`src/hw/rtl/imtk_pkg.sv`:
```
// Shared types, constants and the per-byte token rule for the IRC message tokenizer.
// No dependencies; imported by every module of the block.
package imtk_pkg;

  localparam int MAX_TOKEN_LEN = 512;
  localparam int LEN_W         = $clog2(MAX_TOKEN_LEN + 1);
  localparam int CNT_W         = 4;
  localparam int FIFO_DEPTH    = 4;
  localparam int PTR_W         = $clog2(FIFO_DEPTH);
  localparam int FILL_W        = $clog2(FIFO_DEPTH + 1);

  localparam logic [7:0] BYTE_CR       = 8'd13;
  localparam logic [7:0] BYTE_LF       = 8'd10;
  localparam logic [7:0] SEP_RESET     = 8'd32;  // space
  localparam logic [7:0] MARKER_RESET  = 8'd58;  // colon
  localparam logic [CNT_W-1:0] COUNT_TOP = '1;

  // parse modes
  localparam logic [1:0] MODE_BETWEEN  = 2'd0;
  localparam logic [1:0] MODE_TOKEN    = 2'd1;
  localparam logic [1:0] MODE_TRAILING = 2'd2;

  // configuration register indexes
  localparam logic REG_SEPARATOR = 1'b0;
  localparam logic REG_MARKER    = 1'b1;

  typedef struct packed {
    logic [1:0]       mode;
    logic             cr_pending;
    logic [LEN_W-1:0] length;
    logic [CNT_W-1:0] count;
  } state_t;

  typedef struct packed {
    logic [7:0]       out_byte;
    logic             byte_valid;
    logic             token_done;
    logic [LEN_W-1:0] token_length;
    logic [CNT_W-1:0] token_number;
    logic             is_trailing;
    logic             message_done;
    logic             last;
  } result_t;

  typedef struct packed {
    state_t  st;
    result_t res;
    logic    emit;
  } step_t;

  function automatic logic [LEN_W-1:0] grow_length(logic [LEN_W-1:0] len);
    return (len < LEN_W'(MAX_TOKEN_LEN)) ? len + LEN_W'(1) : len;
  endfunction

  function automatic logic [CNT_W-1:0] bump_count(logic [CNT_W-1:0] cnt);
    return (cnt < COUNT_TOP) ? cnt + CNT_W'(1) : cnt;
  endfunction

  // Handle one ordinary byte (never a CR that is to be held).
  function automatic step_t plain_byte(state_t s, logic [7:0] b,
                                       logic [7:0] sep, logic [7:0] mark);
    step_t r;
    r      = '0;
    r.st   = s;
    r.res.token_number = s.count;
    case (s.mode)
      MODE_TRAILING: begin
        r.st.length        = grow_length(s.length);
        r.res.out_byte     = b;
        r.res.byte_valid   = 1'b1;
        r.res.is_trailing  = 1'b1;
        r.emit             = 1'b1;
      end
      MODE_TOKEN: begin
        if (b == sep) begin
          r.res.token_done   = 1'b1;
          r.res.token_length = s.length;
          r.st.length        = '0;
          r.st.count         = bump_count(s.count);
          r.st.mode          = MODE_BETWEEN;
        end else begin
          r.st.length      = grow_length(s.length);
          r.res.out_byte   = b;
          r.res.byte_valid = 1'b1;
        end
        r.emit = 1'b1;
      end
      default: begin
        // between tokens: skip separators, drop a leading marker
        if (b != sep) begin
          r.st.length = '0;
          if (b == mark) begin
            r.st.mode = MODE_TRAILING;
          end else begin
            r.st.mode        = MODE_TOKEN;
            r.st.length      = grow_length('0);
            r.res.out_byte   = b;
            r.res.byte_valid = 1'b1;
            r.emit           = 1'b1;
          end
        end
      end
    endcase
    return r;
  endfunction

endpackage

```
`src/hw/rtl/imtk_step.sv`:
```
// Parser state register and the combinational per-byte step (up to two results).
// Depends on imtk_pkg.
module imtk_step (
  input  logic                clk,
  input  logic                rst,
  input  logic                en,
  input  logic [7:0]          in_byte,
  input  logic [7:0]          sep,
  input  logic [7:0]          mark,
  output imtk_pkg::result_t   res0,
  output imtk_pkg::result_t   res1,
  output logic [1:0]          push_n
);
  import imtk_pkg::*;

  state_t  state;
  state_t  state_next;
  state_t  s1;
  step_t   cr_step;
  step_t   byte_step;
  result_t msg_res;
  logic    msg_close;

  always_comb begin
    s1            = state;
    s1.cr_pending = 1'b0;
    cr_step       = '0;
    byte_step     = '0;
    msg_res       = '0;
    msg_close     = 1'b0;
    state_next    = state;

    if (state.cr_pending && in_byte == BYTE_LF) begin
      // CR LF: close the token and the message
      msg_close            = 1'b1;
      msg_res.token_done   = 1'b1;
      msg_res.token_length = state.length;
      msg_res.token_number = state.count;
      msg_res.is_trailing  = (state.mode == MODE_TRAILING);
      msg_res.message_done = 1'b1;
      msg_res.last         = 1'b1;
      state_next           = '0;
      state_next.mode      = MODE_BETWEEN;
    end else begin
      if (state.cr_pending) begin
        // held CR turned out to be an ordinary byte
        cr_step = plain_byte(s1, BYTE_CR, sep, mark);
        s1      = cr_step.st;
      end
      if (in_byte == BYTE_CR) begin
        state_next            = s1;
        state_next.cr_pending = 1'b1;
      end else begin
        byte_step  = plain_byte(s1, in_byte, sep, mark);
        state_next = byte_step.st;
      end
    end
  end

  always_comb begin
    res0   = '0;
    res1   = '0;
    push_n = 2'd0;
    if (msg_close) begin
      res0   = msg_res;
      push_n = 2'd1;
    end else if (cr_step.emit && byte_step.emit) begin
      res0      = cr_step.res;
      res1      = byte_step.res;
      res1.last = 1'b1;
      push_n    = 2'd2;
    end else if (cr_step.emit) begin
      res0      = cr_step.res;
      res0.last = 1'b1;
      push_n    = 2'd1;
    end else if (byte_step.emit) begin
      res0      = byte_step.res;
      res0.last = 1'b1;
      push_n    = 2'd1;
    end
  end

  always_ff @(posedge clk) begin
    if (rst) begin
      state <= '{mode: MODE_BETWEEN, cr_pending: 1'b0, length: '0, count: '0};
    end else if (en) begin
      state <= state_next;
    end
  end

endmodule

```
`src/hw/rtl/imtk_res_fifo.sv`:
```
// Small result queue: takes up to two results per cycle, hands out one.
// Depends on imtk_pkg.
module imtk_res_fifo (
  input  logic                        clk,
  input  logic                        rst,
  input  logic [1:0]                  push_n,
  input  imtk_pkg::result_t           din0,
  input  imtk_pkg::result_t           din1,
  input  logic                        pop,
  output imtk_pkg::result_t           head,
  output logic                        not_empty,
  output logic [imtk_pkg::FILL_W-1:0] fill
);
  import imtk_pkg::*;

  result_t            mem [FIFO_DEPTH];
  logic [PTR_W-1:0]   wr_ptr;
  logic [PTR_W-1:0]   rd_ptr;
  logic               do_pop;

  assign not_empty = (fill != '0);
  assign do_pop    = pop && not_empty;
  assign head      = mem[rd_ptr];

  always_ff @(posedge clk) begin
    if (push_n != 2'd0) begin
      mem[wr_ptr] <= din0;
    end
    if (push_n == 2'd2) begin
      mem[wr_ptr + PTR_W'(1)] <= din1;
    end
  end

  always_ff @(posedge clk) begin
    if (rst) begin
      wr_ptr <= '0;
      rd_ptr <= '0;
      fill   <= '0;
    end else begin
      wr_ptr <= wr_ptr + PTR_W'(push_n);
      if (do_pop) begin
        rd_ptr <= rd_ptr + PTR_W'(1);
      end
      fill <= fill + FILL_W'(push_n) - FILL_W'(do_pop);
    end
  end

endmodule

```
`src/hw/rtl/irc_message_tokenizer.sv`:
```
// Top level of the IRC message tokenizer: input register, config registers,
// parser step and result queue. Depends on imtk_pkg, imtk_step, imtk_res_fifo.
//
// Usage:
//   Raw message bytes enter on the s_ channel, one byte per transfer.
//   Each byte yields zero, one or two results on the m_ channel; m_tlast
//   marks the last result a byte caused. A byte that yields nothing (a
//   skipped separator, a dropped trailing marker, a held CR) leaves no trace.
//   The two separator/marker bytes are set through cfg_we/cfg_index/cfg_data
//   while the block is idle; reset loads space and colon.
//   Order: a taken byte waits in the input register until it is parsed;
//   its results then enter the result queue and transfer from it in order.
//   Throughput: one byte per cycle while m_tready stays high and each byte
//   yields at most one result; the single-entry parse stage and the four-entry
//   result queue set this: a byte is parsed only when two queue slots are free.
//   When the receiver stalls, results collect in the queue, then the input
//   register holds its byte and s_tready drops; nothing is lost.
//   Reset (rst, synchronous) empties the queue and returns the parser to
//   "between tokens, token 0, no CR held".
module irc_message_tokenizer (
  input  logic        clk,
  input  logic        rst,
  input  logic        cfg_we,
  input  logic        cfg_index,
  input  logic [7:0]  cfg_data,
  input  logic        s_tvalid,
  output logic        s_tready,
  input  logic [7:0]  s_tdata,   // [7:0] data_byte
  output logic        m_tvalid,
  input  logic        m_tready,
  output logic [31:0] m_tdata,   // [7:0] out_byte, [8] byte_valid, [9] token_done,
                                 // [19:10] token_length, [23:20] token_number,
                                 // [24] is_trailing, [25] message_done, rest zero
  output logic        m_tlast    // last
);
  import imtk_pkg::*;

  logic [7:0]        separator_char;
  logic [7:0]        trailing_marker;
  logic              in_valid;
  logic [7:0]        in_byte;
  logic              room;
  logic              advance;
  logic [1:0]        push_n;
  logic [1:0]        push_gated;
  result_t           res0;
  result_t           res1;
  result_t           head;
  logic [FILL_W-1:0] fill;

  // Configuration registers
  always_ff @(posedge clk) begin
    if (rst) begin
      separator_char  <= SEP_RESET;
      trailing_marker <= MARKER_RESET;
    end else if (cfg_we) begin
      case (cfg_index)
        REG_SEPARATOR: separator_char  <= cfg_data;
        REG_MARKER:    trailing_marker <= cfg_data;
        default:       ;
      endcase
    end
  end

  // Parse the held byte only when the queue can take two results
  assign room     = (fill <= FILL_W'(FIFO_DEPTH - 2));
  assign advance  = in_valid && room;
  assign s_tready = !in_valid || room;

  // Input register: hold the byte until the parser takes it
  always_ff @(posedge clk) begin
    if (rst) begin
      in_valid <= 1'b0;
    end else if (s_tready) begin
      in_valid <= s_tvalid;
    end
  end

  always_ff @(posedge clk) begin
    if (s_tvalid && s_tready) begin
      in_byte <= s_tdata;
    end
  end

  imtk_step u_step (
    .clk     (clk),
    .rst     (rst),
    .en      (advance),
    .in_byte (in_byte),
    .sep     (separator_char),
    .mark    (trailing_marker),
    .res0    (res0),
    .res1    (res1),
    .push_n  (push_n)
  );

  // Drop the push when no byte is being parsed this cycle
  assign push_gated = advance ? push_n : 2'd0;

  imtk_res_fifo u_fifo (
    .clk       (clk),
    .rst       (rst),
    .push_n    (push_gated),
    .din0      (res0),
    .din1      (res1),
    .pop       (m_tready),
    .head      (head),
    .not_empty (m_tvalid),
    .fill      (fill)
  );

  assign m_tdata = {6'd0, head.message_done, head.is_trailing, head.token_number,
                    head.token_length, head.token_done, head.byte_valid, head.out_byte};
  assign m_tlast = head.last;

  // Checks
  a_fill_bound: assert property (@(posedge clk) disable iff (rst)
    fill <= FILL_W'(FIFO_DEPTH))
    else $error("result queue overfilled");

  a_msg_last: assert property (@(posedge clk) disable iff (rst)
    (m_tvalid && head.message_done) |-> (head.last && head.token_done))
    else $error("message close not the last result of its byte");

  a_len_only_done: assert property (@(posedge clk) disable iff (rst)
    (m_tvalid && !head.token_done) |-> (head.token_length == '0))
    else $error("token length outside token end");

  a_byte_xor_done: assert property (@(posedge clk) disable iff (rst)
    m_tvalid |-> !(head.byte_valid && head.token_done))
    else $error("token byte and token end in one result");

endmodule

```
`config.mk`:
```
export PLATFORM = sky130hd
export DESIGN_NAME = irc_message_tokenizer
export DESIGN_NICKNAME = d
export VERILOG_FILES = /design/src/hw/rtl/imtk_pkg.sv /design/src/hw/rtl/imtk_step.sv /design/src/hw/rtl/imtk_res_fifo.sv /design/src/hw/rtl/irc_message_tokenizer.sv
export SDC_FILE = /design/constraint.sdc
export NUM_CORES = 1
export LEC_CHECK = 0
export BUFFER_PORTS_ARGS = -buffer_cell sky130_fd_sc_hd__clkbuf_2
export CAP_MARGIN = 30
export CORE_ASPECT_RATIO = 1.25
export CORE_MARGIN = 2
export CORE_UTILIZATION = 65
export DETAILED_ROUTE_END_ITERATION = 10
export PLACE_DENSITY = 0.82
export RECOVER_POWER = 100
export SETUP_SLACK_MARGIN = 0.05
export SKIP_LAST_GASP = 1
export SYNTH_ARGS = -nofsm -noshare
export SYNTH_HDL_FRONTEND = slang
export SYNTH_HIERARCHICAL = 1
export SYNTH_SLANG_ARGS = --single-unit
```
`constraint.sdc`:
```
create_clock -name clk -period 13.56 [get_ports clk]
set_clock_uncertainty 0.2 [all_clocks]
set_input_delay 2.034 -clock clk [delete_from_list [all_inputs] [get_ports clk]]
set_output_delay 2.034 -clock clk [all_outputs]
set_load 0.02 [all_outputs]
```
==> impl_results.md <==
- Leakage: 0.003583 uW
- Switch Pwr: 386.5 uW
- Setup Viol. Count Final: 0
- Gr ovfl total: 0
- Pwr Total: 1377 uW
- Largest net degree at the start of global routing: 46
- PD cells: 135.6 nW/um^2
- CTS Buf Count: 17
- Die height: 137.9 um
- IO buf count: 50
- Initial Util: 0.6689
- Required @ worst endpoint: 13.41 ns
- Post-synth top flop: edfxtp_1
- Hold WS: 0.3093 ns
- Antenna violations before repair: 0
- Post-CTS sizing: 0
- Via count: 6,731
- Worst-margin pin slew: 2.022 ns
- CTS sink count: 159
- Vias per std cell: 6.772
- Sequential-to-total area share from yosys stat: 0.4661
- Synth Register Bits: 159
- CP Class: flop to flop
- All-Layer GR Usage: 0.3009
- ANT cells: 0
- Post-placement cell area: 9688 um^2
- HP Class: flop to flop
- Critical Path End Type: flop
- DIE AREA: 15,320 um^2
- Startpoint types: flop
- Layout net count: 844
- Worst-path clk slew: 0.06 ns
- Die Span X: 111.1 um
- Failing checks: max-capacitance violations, max-slew violations
- CP Data Arrival Time: 7.17 ns
- DRC viols: 0
- Yosys cell types: 88
- Combinational Power Share: 0.202
- Clock power frac: 0.365
- Clock Latency Late Sink: 0.43 ns
- RSZ-0062 raised after global routing: false
- Post-Synthesis Cells: 768
- Mapped Avg Cell Area: 12.14 um^2
- Pint: 990.4 uW
- Max Cap Viol: 7
- Setup TNS: 0 ns
- Area delta synth->final: 8.941%
- Most frequent cells in the layout: 116 x edfxtp_1, 104 x mux2_2, 52 x nor2_1, 42 x dfxtp_1, 40 x clkbuf_1
- Final Instance Area: 10,150 um^2
- Peak supply drop: 113.3 uV
- Post-route ant nets: 0
- CP max FO: 14
- EDFF count, synth: 116
- Fin. Hold Viols: 0
- Sw Ratio: 0.2807
- Final Max Slew Viols: 188
- Clock Path Buffers: 2
- Filler cells: 971
- Most common cell after layout, fill and taps aside: edfxtp_1
- Share of cells above drive strength 1: 0.2613
- Routed len/inst: 22.66 um
- DP HPWL: 15,160 um
- First-pass GRT wire length: 35,460 um
- DRT iter0 DRCs: 675
- IO Count: 57
- Rows: 48
- CTS tree: built
- Worst relative slew slack: -0.3483
- Max Clk Rate: 136.6 MHz
- Routed Wire Length: 22,530 um
- H-tree depth: 4
- Run status: complete, but fails checks
- TritonRoute pass-1 iters: 5
- Mapped Area: 9320 um^2
- CTS Hold Buffers Added: 0
- FFs w/ async S/R, synth: 0
- Final Core Density: 0.7287
- R2R Setup Slk: 6.24 ns
- Gp weighted congestion: 1.041
- Period utilisation layout: 0.5399
- Buffers inserted by post-CTS timing repair: 0
- Total core area: 13,930 um^2
- Root buf cell: clkbuf_16
- Vias in the first global route: 6,779
- Yosys warns: 6
- Min Tclk post-route: 7.321 ns
- Sequential Power Share: 0.433
## cell families (layout without fill, tap and decap cells)
group | count (synthesis) | count (layout) | share of synthesized area
xor gates and xnor gates | 22 | 22 | 0.02363
other | 2 | 7 | 0.0008058
DFF | 159 | 159 | 0.4661
muxes | 155 | 155 | 0.2176
buffers and inverters | 73 | 119 | 0.03974
AOI/OAI and AO/OA | 122 | 122 | 0.09384
adders and majority gates | 16 | 16 | 0.02228
and+or+nand+nor | 219 | 219 | 0.1360
## Yosys cell counts, types with 3 or more instances
master | n | area (um^2)
mux2_1 | 6 | 67.56
nand4b_1 | 3 | 26.28
and3_1 | 8 | 50.05
nand2_1 | 38 | 142.6
ha_1 | 15 | 187.7
nor4_1 | 5 | 31.28
a31oi_1 | 5 | 31.28
nand2b_1 | 26 | 162.7
clkbuf_1 | 15 | 56.30
inv_1 | 25 | 93.84
a211oi_1 | 5 | 37.54
o21ai_0 | 24 | 120.1
buf_2 | 12 | 60.06
nand3_1 | 10 | 50.05
nor2_1 | 52 | 195.2
nor2b_1 | 12 | 75.07
mux2_2 | 105 | 1182
a211o_1 | 4 | 35.03
nand4bb_1 | 3 | 33.78
a32oi_1 | 3 | 26.28
a21o_1 | 8 | 60.06
a21oi_2 | 3 | 26.28
edfxtp_1 | 116 | 3483
nand4_1 | 7 | 43.79
buf_4 | 15 | 112.6
and2_1 | 17 | 106.4
dfxtp_1 | 43 | 860.8
buf_6 | 3 | 33.78
o21ai_1 | 15 | 75.07
a21oi_1 | 16 | 80.08
or4_4 | 3 | 33.78
and4b_1 | 4 | 40.04
nor4_2 | 3 | 37.54
mux2i_1 | 17 | 170.2
nor3_1 | 6 | 30.03
mux4_2 | 27 | 608.1
xnor2_1 | 19 | 166.4
## per-stage QoR
stage,setup WS (ns),cells
6_report,6.239,994
5_1_grt,5.753,994
4_1_cts,7.369,994
3_5_place_dp,7.378,962
3_3_place_gp,7.685,959
2_1_floorplan,7.884,773
## state kept, by name, indices dropped and copies added, names as in the netlist, named ones only
name	flops
in_byte	8
u_step/state	17
separator_char	8
u_fifo/fill	3
u_fifo/rd_ptr	2
u_fifo/mem	108
trailing_marker	8
in_valid	1
u_fifo/wr_ptr	2
## final cells by class
type,instances,area [um^2],share of cell area
multi-input cells,541,4609,0.4540
repair buffers,62,266.5,0.02625
clock inverters,14,190.2,0.01873
well taps,175,219.0,0.02156
inverters,25,93.84,0.009242
flip-flops and latches,159,4345,0.4280
clock buffers,18,429.2,0.04227
## final timing paths
path | startpoint | end | cells after the start
worst min register to register | trailing_marker[0]$_SDFFE_PP0P_ | trailing_marker[0]$_SDFFE_PP0P_ | 2
worst max register to register | u_step/state[15]$_SDFFE_PP0P_ | u_fifo/mem[2][16]$_DFFE_PP_ | 17
worst max-delay path | u_step/state[15]$_SDFFE_PP0P_ | u_fifo/mem[2][16]$_DFFE_PP_ | 17
worst min-delay path | trailing_marker[0]$_SDFFE_PP0P_ | trailing_marker[0]$_SDFFE_PP0P_ | 2
## power groups by stage
stage	Sequential (uW)	Combinational, uW	Clock, uW
final	596	278	503
after global placement	615	267	0
after global routing	601	299	524
after detailed placement	607	290	0
after floorplan	580	233	0
after CTS	597	292	509
## metal layers
| metal | vias to the layer above | track usage | share of wire |
|---|---|---|---|
| met5 | - | 0 | 0 |
| met1 | 3328 | 0.3529 | 0.38 |
| met3 | 89 | 0.04240 | 0.063 |
| met2 | 328 | 0.5201 | 0.50 |
| met4 | 0 | 0.2058 | 0.053 |
| li1 | 2986 | - | - |
## critical path: stages, from the launching register on
cell      delay (ns)
dfxtp_1         0.36
inv_1           0.09
ha_1            0.44
inv_1           0.21
or4_1           0.62
o32ai_1         0.24
nor2_1          0.15
inv_1           0.10
ha_1            0.35
nand2_1         0.09
nor3_1          0.50
nor3_1          0.16
ha_1            0.32
nand2b_1        0.20
and4b_1         0.34
or3b_2          0.50
a21oi_1         1.25
clkbuf_1        0.81
(Power assumes the default switching activity.)
